===== src/sv/gnd_pkg.sv =====
// Shared types and constants for the GNSS NMEA/UBX deframer.
`timescale 1ns / 1ps
package gnd_pkg;
  localparam int NmeaMaxLen = 96;
  localparam int UbxMaxFrame = 512;

  typedef enum logic [3:0] {
    PH_IDLE    = 4'd0,
    PH_SYNC2   = 4'd1,
    PH_CLASS   = 4'd2,
    PH_ID      = 4'd3,
    PH_LEN1    = 4'd4,
    PH_LEN2    = 4'd5,
    PH_PAYLOAD = 4'd6,
    PH_CKA     = 4'd7,
    PH_CKB     = 4'd8
  } phase_t;

  typedef enum logic [3:0] {
    EV_NMEA_OK   = 4'd0,
    EV_NO_CK     = 4'd1,
    EV_BAD_HEX   = 4'd2,
    EV_NMEA_MIS  = 4'd3,
    EV_TOO_LONG  = 4'd4,
    EV_UBX_OTHER = 4'd5,
    EV_NAV_PVT   = 4'd6,
    EV_NAV_STAT  = 4'd7,
    EV_UBX_MIS   = 4'd8,
    EV_PAY_LONG  = 4'd9
  } event_t;

  localparam logic [1:0] TYPE_NONE = 2'd0;
  localparam logic [1:0] TYPE_GGA  = 2'd1;
  localparam logic [1:0] TYPE_RMC  = 2'd2;
  localparam logic [1:0] TYPE_GSV  = 2'd3;

  typedef struct packed {
    logic [3:0]  event_res;
    logic [7:0]  frame_class;
    logic [7:0]  msg_id;
    logic [8:0]  payload_len;
    logic [1:0]  sentence_type;
    logic        fix_valid;
    logic [7:0]  satellites;
    logic [31:0] longitude;
    logic [31:0] latitude;
    logic [31:0] altitude_mm;
    logic [15:0] dop;
  } result_t;

  // hex digit value, bit 4 set when not a hex character
  function automatic logic [4:0] hex_of(input logic [7:0] c);
    logic [4:0] r;
    r = 5'h10;
    if (c >= 8'h30 && c <= 8'h39) r = {1'b0, c[3:0]};
    else if ((c >= 8'h41 && c <= 8'h46) || (c >= 8'h61 && c <= 8'h66))
      r = {1'b0, c[3:0] + 4'd9};
    return r;
  endfunction
endpackage


===== src/sv/gnss_nmea_ubx_deframer_core.sv =====
// Top level: framer core and output register.
//   channel | signals                        | direction
//   in      | in_valid, in_stall, rx_byte    | into block
//   out     | out_valid, out_stall, fields   | out of block
// One byte is taken per cycle while in_stall is low; a result appears in the cycle after its byte.
// The output register holds a result while out_stall is high; in_stall is
// high exactly while a held result waits under out_stall.
// Synchronous reset clears all framer state and the output valid flag.
`timescale 1ns / 1ps
module gnss_nmea_ubx_deframer_core (
  input  logic        clk,
  input  logic        rst,
  input  logic        in_valid,
  output logic        in_stall,
  input  logic [7:0]  rx_byte,
  output logic        out_valid,
  input  logic        out_stall,
  output logic [3:0]  event_res,
  output logic [7:0]  frame_class,
  output logic [7:0]  msg_id,
  output logic [8:0]  payload_len,
  output logic [1:0]  sentence_type,
  output logic        fix_valid,
  output logic [7:0]  satellites,
  output logic signed [31:0] longitude,
  output logic signed [31:0] latitude,
  output logic signed [31:0] altitude_mm,
  output logic [15:0] dop
);
  logic en, res_valid;
  gnd_pkg::result_t res, held;

  // stall input only when the output slot is full and blocked
  assign in_stall = out_valid && out_stall;
  assign en = in_valid && !in_stall;

  gnd_core u_core (
    .clk(clk), .rst(rst), .en(en), .b(rx_byte),
    .res_valid(res_valid), .res(res)
  );

  always_ff @(posedge clk) begin
    if (rst) begin
      out_valid <= 1'b0;
    end else if (!in_stall) begin
      out_valid <= en && res_valid;
    end
  end

  always_ff @(posedge clk) begin
    if (!in_stall && en && res_valid) held <= res;
  end

  assign event_res = held.event_res;
  assign frame_class = held.frame_class;
  assign msg_id = held.msg_id;
  assign payload_len = held.payload_len;
  assign sentence_type = held.sentence_type;
  assign fix_valid = held.fix_valid;
  assign satellites = held.satellites;
  assign longitude = held.longitude;
  assign latitude = held.latitude;
  assign altitude_mm = held.altitude_mm;
  assign dop = held.dop;
endmodule


===== src/sv/gnd_core.sv =====
// Per-byte framer state and result decision for NMEA and UBX.
`timescale 1ns / 1ps
module gnd_core (
  input  logic                  clk,
  input  logic                  rst,
  input  logic                  en,
  input  logic [7:0]            b,
  output logic                  res_valid,
  output gnd_pkg::result_t      res
);
  gnd_pkg::phase_t ph, ph_next;
  logic nmea_active, nmea_active_next;
  logic [6:0] nmea_count, nmea_count_next;
  logic [7:0] nmea_xor, nmea_xor_next;
  logic star_seen, star_seen_next;
  logic [1:0] after_star_count, after_star_count_next;
  logic [15:0] hex_chars, hex_chars_next;
  logic [23:0] type_tail, type_tail_next;
  logic [1:0] type_len, type_len_next;
  logic type_done, type_done_next;
  logic [7:0] cur_class, cur_class_next, cur_id, cur_id_next;
  logic [15:0] cur_length, cur_length_next;
  logic [8:0] payload_count, payload_count_next;
  logic [7:0] sum_a, sum_a_next, sum_b, sum_b_next, rx_ck_a, rx_ck_a_next;
  logic [7:0] cap_fix, cap_fix_next, cap_flags, cap_flags_next, cap_sats, cap_sats_next;
  logic [31:0] cap_lon, cap_lon_next, cap_lat, cap_lat_next, cap_alt, cap_alt_next;
  logic [15:0] cap_dop, cap_dop_next;

  always_ff @(posedge clk) begin
    if (rst) begin
      ph <= gnd_pkg::PH_IDLE;
      nmea_active <= 1'b0; nmea_count <= '0; nmea_xor <= '0; star_seen <= 1'b0;
      after_star_count <= '0; hex_chars <= '0; type_tail <= '0; type_len <= '0;
      type_done <= 1'b0; cur_class <= '0; cur_id <= '0; cur_length <= '0;
      payload_count <= '0; sum_a <= '0; sum_b <= '0; rx_ck_a <= '0;
      cap_fix <= '0; cap_flags <= '0; cap_sats <= '0; cap_lon <= '0;
      cap_lat <= '0; cap_alt <= '0; cap_dop <= '0;
    end else if (en) begin
      ph <= ph_next;
      nmea_active <= nmea_active_next; nmea_count <= nmea_count_next;
      nmea_xor <= nmea_xor_next; star_seen <= star_seen_next;
      after_star_count <= after_star_count_next; hex_chars <= hex_chars_next;
      type_tail <= type_tail_next; type_len <= type_len_next; type_done <= type_done_next;
      cur_class <= cur_class_next; cur_id <= cur_id_next; cur_length <= cur_length_next;
      payload_count <= payload_count_next; sum_a <= sum_a_next; sum_b <= sum_b_next;
      rx_ck_a <= rx_ck_a_next; cap_fix <= cap_fix_next; cap_flags <= cap_flags_next;
      cap_sats <= cap_sats_next; cap_lon <= cap_lon_next; cap_lat <= cap_lat_next;
      cap_alt <= cap_alt_next; cap_dop <= cap_dop_next;
    end
  end

  logic [7:0] sa, sb;
  logic [4:0] hhi, hlo;
  logic [8:0] off;
  logic [1:0] typ;
  logic valid;
  assign sa = sum_a + b;
  assign sb = sum_b + sa;
  assign hhi = gnd_pkg::hex_of(hex_chars[15:8]);
  assign hlo = gnd_pkg::hex_of(hex_chars[7:0]);
  assign off = payload_count;
  assign valid = (cap_fix >= 8'd2) && cap_flags[0];

  always_comb begin
    typ = gnd_pkg::TYPE_NONE;
    if (type_len == 2'd3) begin
      if (type_tail == 24'h474741) typ = gnd_pkg::TYPE_GGA;
      else if (type_tail == 24'h524D43) typ = gnd_pkg::TYPE_RMC;
      else if (type_tail == 24'h475356) typ = gnd_pkg::TYPE_GSV;
    end
  end

  always_comb begin
    ph_next = ph;
    nmea_active_next = nmea_active; nmea_count_next = nmea_count;
    nmea_xor_next = nmea_xor; star_seen_next = star_seen;
    after_star_count_next = after_star_count; hex_chars_next = hex_chars;
    type_tail_next = type_tail; type_len_next = type_len; type_done_next = type_done;
    cur_class_next = cur_class; cur_id_next = cur_id; cur_length_next = cur_length;
    payload_count_next = payload_count; sum_a_next = sum_a; sum_b_next = sum_b;
    rx_ck_a_next = rx_ck_a; cap_fix_next = cap_fix; cap_flags_next = cap_flags;
    cap_sats_next = cap_sats; cap_lon_next = cap_lon; cap_lat_next = cap_lat;
    cap_alt_next = cap_alt; cap_dop_next = cap_dop;
    res_valid = 1'b0;
    res = '0;
    if (b == 8'hB5 && !nmea_active &&
        (ph == gnd_pkg::PH_IDLE || ph == gnd_pkg::PH_SYNC2 || ph > gnd_pkg::PH_CKB)) begin
      ph_next = gnd_pkg::PH_SYNC2;
      sum_a_next = '0; sum_b_next = '0; cur_length_next = '0; payload_count_next = '0;
      cap_fix_next = '0; cap_flags_next = '0; cap_sats_next = '0; cap_lon_next = '0;
      cap_lat_next = '0; cap_alt_next = '0; cap_dop_next = '0;
    end else if (ph != gnd_pkg::PH_IDLE && ph <= gnd_pkg::PH_CKB) begin
      case (ph)
        gnd_pkg::PH_SYNC2: begin
          ph_next = (b == 8'h62) ? gnd_pkg::PH_CLASS : gnd_pkg::PH_IDLE;
        end
        gnd_pkg::PH_CLASS: begin
          cur_class_next = b; sum_a_next = sa; sum_b_next = sb; ph_next = gnd_pkg::PH_ID;
        end
        gnd_pkg::PH_ID: begin
          cur_id_next = b; sum_a_next = sa; sum_b_next = sb; ph_next = gnd_pkg::PH_LEN1;
        end
        gnd_pkg::PH_LEN1: begin
          cur_length_next = {8'd0, b}; sum_a_next = sa; sum_b_next = sb;
          ph_next = gnd_pkg::PH_LEN2;
        end
        gnd_pkg::PH_LEN2: begin
          cur_length_next = {b, cur_length[7:0]};
          sum_a_next = sa; sum_b_next = sb; payload_count_next = '0;
          if ({b, cur_length[7:0]} > 16'(gnd_pkg::UbxMaxFrame - 8)) begin
            ph_next = gnd_pkg::PH_IDLE;
            res_valid = 1'b1;
            res.event_res = gnd_pkg::EV_PAY_LONG;
            res.frame_class = cur_class;
            res.msg_id = cur_id;
          end else if ({b, cur_length[7:0]} == 16'd0) begin
            ph_next = gnd_pkg::PH_CKA;
          end else begin
            ph_next = gnd_pkg::PH_PAYLOAD;
          end
        end
        gnd_pkg::PH_PAYLOAD: begin
          sum_a_next = sa; sum_b_next = sb;
          if (cur_class == 8'h01 && cur_id == 8'h07) begin
            case (off)
              9'd20: cap_fix_next = b;
              9'd21: cap_flags_next = b;
              9'd23: cap_sats_next = b;
              9'd24: cap_lon_next[7:0] = b;
              9'd25: cap_lon_next[15:8] = b;
              9'd26: cap_lon_next[23:16] = b;
              9'd27: cap_lon_next[31:24] = b;
              9'd28: cap_lat_next[7:0] = b;
              9'd29: cap_lat_next[15:8] = b;
              9'd30: cap_lat_next[23:16] = b;
              9'd31: cap_lat_next[31:24] = b;
              9'd36: cap_alt_next[7:0] = b;
              9'd37: cap_alt_next[15:8] = b;
              9'd38: cap_alt_next[23:16] = b;
              9'd39: cap_alt_next[31:24] = b;
              9'd76: cap_dop_next[7:0] = b;
              9'd77: cap_dop_next[15:8] = b;
              default: ;
            endcase
          end else if (cur_class == 8'h01 && cur_id == 8'h03) begin
            if (off == 9'd4) cap_fix_next = b;
            else if (off == 9'd5) cap_flags_next = b;
          end
          payload_count_next = payload_count + 9'd1;
          if ({7'd0, payload_count + 9'd1} >= cur_length) ph_next = gnd_pkg::PH_CKA;
        end
        gnd_pkg::PH_CKA: begin
          rx_ck_a_next = b; ph_next = gnd_pkg::PH_CKB;
        end
        gnd_pkg::PH_CKB: begin
          ph_next = gnd_pkg::PH_IDLE;
          res_valid = 1'b1;
          res.frame_class = cur_class;
          res.msg_id = cur_id;
          res.payload_len = cur_length[8:0];
          if (sum_a != rx_ck_a || sum_b != b) begin
            res.event_res = gnd_pkg::EV_UBX_MIS;
          end else if (cur_class == 8'h01 && cur_id == 8'h07 && cur_length >= 16'd92) begin
            res.event_res = gnd_pkg::EV_NAV_PVT;
            res.fix_valid = valid; res.satellites = cap_sats;
            res.longitude = cap_lon; res.latitude = cap_lat;
            res.altitude_mm = cap_alt; res.dop = cap_dop;
          end else if (cur_class == 8'h01 && cur_id == 8'h03 && cur_length >= 16'd16) begin
            res.event_res = gnd_pkg::EV_NAV_STAT;
            res.fix_valid = valid;
          end else begin
            res.event_res = gnd_pkg::EV_UBX_OTHER;
          end
        end
        default: ph_next = gnd_pkg::PH_IDLE;
      endcase
    end else begin
      ph_next = gnd_pkg::PH_IDLE;
      if (b == 8'h24) begin
        nmea_active_next = 1'b1; nmea_count_next = 7'd1; nmea_xor_next = '0;
        star_seen_next = 1'b0; after_star_count_next = '0; hex_chars_next = '0;
        type_tail_next = '0; type_len_next = '0; type_done_next = 1'b0;
      end else if (nmea_active && b != 8'h0D) begin
        if (b == 8'h0A) begin
          nmea_active_next = 1'b0;
          res_valid = 1'b1;
          if (!star_seen || after_star_count < 2'd2) res.event_res = gnd_pkg::EV_NO_CK;
          else if (hhi[4] || hlo[4]) res.event_res = gnd_pkg::EV_BAD_HEX;
          else if ({hhi[3:0], hlo[3:0]} != nmea_xor) res.event_res = gnd_pkg::EV_NMEA_MIS;
          else begin
            res.event_res = gnd_pkg::EV_NMEA_OK;
            res.sentence_type = typ;
          end
        end else if (nmea_count >= 7'(gnd_pkg::NmeaMaxLen)) begin
          nmea_active_next = 1'b0;
          res_valid = 1'b1;
          res.event_res = gnd_pkg::EV_TOO_LONG;
        end else begin
          nmea_count_next = nmea_count + 7'd1;
          if (!star_seen) begin
            if (b == 8'h2A) begin
              star_seen_next = 1'b1; type_done_next = 1'b1;
            end else begin
              nmea_xor_next = nmea_xor ^ b;
              if (!type_done) begin
                if (b == 8'h2C) type_done_next = 1'b1;
                else begin
                  type_tail_next = {type_tail[15:0], b};
                  if (type_len < 2'd3) type_len_next = type_len + 2'd1;
                end
              end
            end
          end else if (after_star_count < 2'd2) begin
            hex_chars_next = {hex_chars[7:0], b};
            after_star_count_next = after_star_count + 2'd1;
          end
        end
      end
    end
  end
endmodule

===== config.mk =====
export PLATFORM = sky130hd
export DESIGN_NAME = gnss_nmea_ubx_deframer_core
export DESIGN_NICKNAME = d
export VERILOG_FILES = /design/src/sv/gnd_pkg.sv /design/src/sv/gnss_nmea_ubx_deframer_core.sv /design/src/sv/gnd_core.sv
export SDC_FILE = /design/constraint.sdc
export NUM_CORES = 1
export LEC_CHECK = 0
export BUFFER_PORTS_ARGS = -buffer_cell sky130_fd_sc_hd__buf_2
export CORE_ASPECT_RATIO = 0.9
export CORE_UTILIZATION = 55
export CTS_CLUSTER_DIAMETER = 100
export CTS_CLUSTER_SIZE = 16
export DETAILED_ROUTE_END_ITERATION = 10
export PLACE_DENSITY = 0.75
export SKIP_LAST_GASP = 1
export SLEW_MARGIN = 0
export SYNTH_ARGS = -nofsm -noshare
export SYNTH_HDL_FRONTEND = slang
export SYNTH_SLANG_ARGS = --single-unit

===== constraint.sdc =====
create_clock -name clk -period 8.42 [get_ports clk]
set_clock_uncertainty 0.05 [all_clocks]
set_input_delay 1.684 -clock clk [delete_from_list [all_inputs] [get_ports clk]]
set_output_delay 1.684 -clock clk [all_outputs]
set_load 0.005 [all_outputs]

==> key figures <==
Synthesis
  – Largest area contributor in the synthesized netlist: dfxtp_1
  – Synthesized area divided by synthesized cell count: 10.6 sq um
  – Top-count cell post-synth: dfxtp_1
  – Share of Yosys cell area claimed by the top area cell type: 29.0%
  – Share of synthesized flip-flops with an asynchronous set or reset: 0%
  – Number of synthesized flops with an enable pin: 152
  – Synthesized flop and latch total: a little over 400
  – Count of different cell masters after synthesis: 82
  – Top FF cell, synth: dfxtp_1
  – Sequential fraction of the synthesis area: 54.5%
  – Yosys Warn Count: 0
  – Syn nets: ~1700
  – Cells taking the most area after synthesis: dfxtp_1, edfxtp_1, mux2i_1
  – Post-synth design cell area: approximately 18000 sq um
  – Synthesized instance count: 1695
  – Synth cell count leaders: dfxtp_1, nor2_1, mux2i_1, edfxtp_1, and2_1

Global routing
  – Sum of overflow across all layers after global routing: 0
  – Maximum number of pins on one net before global-route repair: ~120
  – Number of antenna violations at the first check in global routing: 3
  – Via count of the first global-routing pass: 11800
  – Total Routing Usage GR: 23.3%
  – Global-route wire length before repair: between 60 and 70 mm

STA
  – Setup slack of the critical path after layout: 3.17 ns
  – Final Hold Violating Endpoints: 0
  – Post-Route Setup TNS: 0 ns
  – Max-slew violation count: 0
  – Period minus WS final: 5.25 ns
  – Worst slew margin relative to its limit: 21.6%
  – Slew at the pin closest to its max-slew limit: ~1.2 ns
  – Fin crit share: 62.3%
  – Setup-violating endpoint count in the final report: 0
  – RSZ-0062 raised after global routing: no
  – Max Clk Rate: 191 MHz

Worst setup path
  – Cell with the largest stage delay on the worst path: inv_6
  – Critical path arrival: 5.42 ns
  – Most used cell, CP: or3_1
  – Largest incremental delay on the critical path: about 0.7 ns
  – Cells along the critical path: buf_2 -> nand4bb_4 -> or3_1 -> or3_1 -> o211ai_1 -> inv_6 -> buf_4
  – Worst Path Max Fanout: 92
  – Kind of start point of the critical path: input pin
  – Critical path endpoint category: register
  – Family with the most delay on the worst path: buffers and inverters
  – Count of buffering cells on the critical path with inverters included: 3
  – Data required time of the worst path: roughly 8.6 ns
  – Start-to-end type of the worst setup path: input pin to register

Clocking
  – Number of levels in the clock H-tree: 1
  – Clock Latency Late Sink: 0.58 ns
  – Total CTS buffers: 29
  – Hold bufs inserted after CTS: 0
  – Post-CTS setup repair buffer count: 0
  – Number of sinks on the clock net: ~410
  – CTS clock-pin slew for the worst setup and hold paths: 0.07 ns
  – Number of cells upsized or downsized after cts: 0
  – Clock Root Buffer: clkbuf_16
  – Number of buffers between clock root and the deepest sink: 3
  – TritonCTS clock tree: yes

Drt
  – # DRC: 0
  – Count of vias placed by the detailed router: between 10000 and 15000
  – Metal-1 WL: 18.6 mm
  – Highest metal layer with signal wires: met5
  – Length of routed met3 wiring: 2.38 mm
  – Number of iterations in the first detailed-routing pass: 5
  – Final ANT Viol Nets: 0
  – Detailed-route wire length: a little under 40 mm
  – Starting DRC count in detailed routing: 911
  – WL met2: 17.8 mm
  – Via density per instance: roughly 5.6
  – Routed WL per cell: approximately 18 microns

Finish
  – Number of nets at the end of the flow: 1848
  – Filler cell count: about 2600
  – Post-layout util: 61.9%
  – Antenna diode instance count: 0
  – Proportion of layout cells with a drive suffix above 1: 13.8%
  – Layout Area Growth over Synthesis: 10.3%
  – Cell area after layout: 19800 sq um

Die
  – Row count: 62
  – Initial Util: 56.1%
  – Die Span Y: 173 microns
  – Full die area: around 33000 sq um
  – Horiz. Die Dim: 192 microns
  – Total I/O pin count: 166
  – Area inside the core boundary: about 32000 sq um

Placed design
  – Port-buffer cells: around 170
  – Final weighted congestion in routability-driven placement: 0.881
  – Post-DP HPWL: 25.7 mm
  – Worst Setup Slack post-DPL: 2.57 ns
  – Area of placed instances: 18900 sq um

Power and ir drop
  – Fraction of power consumed by combinational cells: 3.6%
  – Leak pwr: 7.40 nW
  – Switching power total: 0.755 mW
  – Clock group share of total power: between 30% and 40%
  – Sw Ratio: a little over a fifth
  – PD cells: 177 nW/um^2
  – Sum of internal, switching and leakage power: 3.51 mW
  – Worst supply voltage drop on vdd: between 200 and 250 uV
  – Internal power: 2.76 mW
  – Part of the power in registers: 58.7%

Run status
  – Outcome: finished, final reports clean

Worst hold path
  – Hold Crit Class: register to register

Job
  – Count of maximum capacitance violations: 0
-- metal layers --
layer | vias up | GRT usage [%]
met5 | - | 0
met1 | 5992 | 34.7
met4 | 2 | 5.71
met2 | 351 | 36.0
met3 | 66 | 3.10
li1 | 6072 | -
-- registers in the layout (all words and copies together) (netlist names), 24 cells and up --
register / cells
altitude_mm: 32
latitude: 32
longitude: 32
u_core.cap_alt: 32
u_core.cap_lat: 32
u_core.cap_lon: 32
u_core.type_tail: 24
-- layout by cell type (no fill, tap or decap), types with 14 or more instances in the layout --
master / count
nand4_1: 15
nor3_1: 20
and2_1: 148
xor2_1: 20
inv_1: 31
clkbuf_16: 30
clkbuf_1: 21
a21oi_1: 108
nor2_1: 232
nand2_1: 97
mux2i_1: 162
buf_2: 164
dfxtp_1: 260
ha_1: 37
edfxtp_1: 152
nand3_1: 60
nor3b_1: 14
xnor2_1: 32
o21ai_0: 20
-- final timing paths --
| path | startpoint | endpoint | slack (ns) | depth (start not counted) |
|---|---|---|---|---|
| max | rx_byte[1] | satellites[7] | 3.17 | 7 |
| max reg2reg | u_core.ph[2] | satellites[7] | 4.28 | 7 |
| min | u_core.type_tail[17] | u_core.type_tail[17] | 0.40 | 2 |
| min reg2reg | u_core.type_tail[17] | u_core.type_tail[17] | 0.40 | 2 |
-- cell families (layout without fill, tap and decap cells) --
| family | after synthesis | count (layout) | synth area share [%] |
|---|---|---|---|
| xor gates and xnor gates | 52 | 52 | 2.54 |
| buffers and inverters | 135 | 258 | 3.01 |
| and+or+nand+nor | 694 | 694 | 20.8 |
| AOI/OAI and AO/OA | 199 | 199 | 7.15 |
| adders and majority gates | 39 | 39 | 2.81 |
| DFF | 412 | 412 | 54.5 |
| muxes | 164 | 164 | 9.17 |
-- power by group through the flow --
stage | Combinational (mW) | Sequential [mW] | Clock (mW)
after global routing | 0.136 | 2.06 | 1.42
after floorplan | 0.0916 | 2.10 | 0
after CTS | 0.124 | 2.06 | 1.35
final | 0.126 | 2.06 | 1.33
after detailed placement | 0.124 | 2.11 | 0
after global placement | 0.122 | 2.11 | 0
-- stage by stage --
stage,hold WS [ns],instances
after floorplan,0.378,1695
after global placement,0.393,2182
after detailed placement,0.394,2182
after CTS,0.408,2234
after global routing,0.431,2234
final,0.403,2234
-- layout make-up --
cell class	count	area [sq um]	share of cell area (%)
timing repair buffer	174	900	4.55
clock inverter	1	8.76	0.0443
tap	416	520	2.63
sequential	412	9770	49.4
multi-input combinational	1148	7630	38.6
inverter	32	125	0.633
clock buffer	51	830	4.19
-- worst reg2reg max path, cell delays in order, from the launching register on --
cell      delay (ns)
dfxtp_1         0.52
nor2b_1         0.34
and3_1          0.52
o21ai_0         0.33
nand2_1         0.44
o211ai_1        0.28
inv_6           0.72
buf_4           0.58
Power figures use the tool's default switching activity.
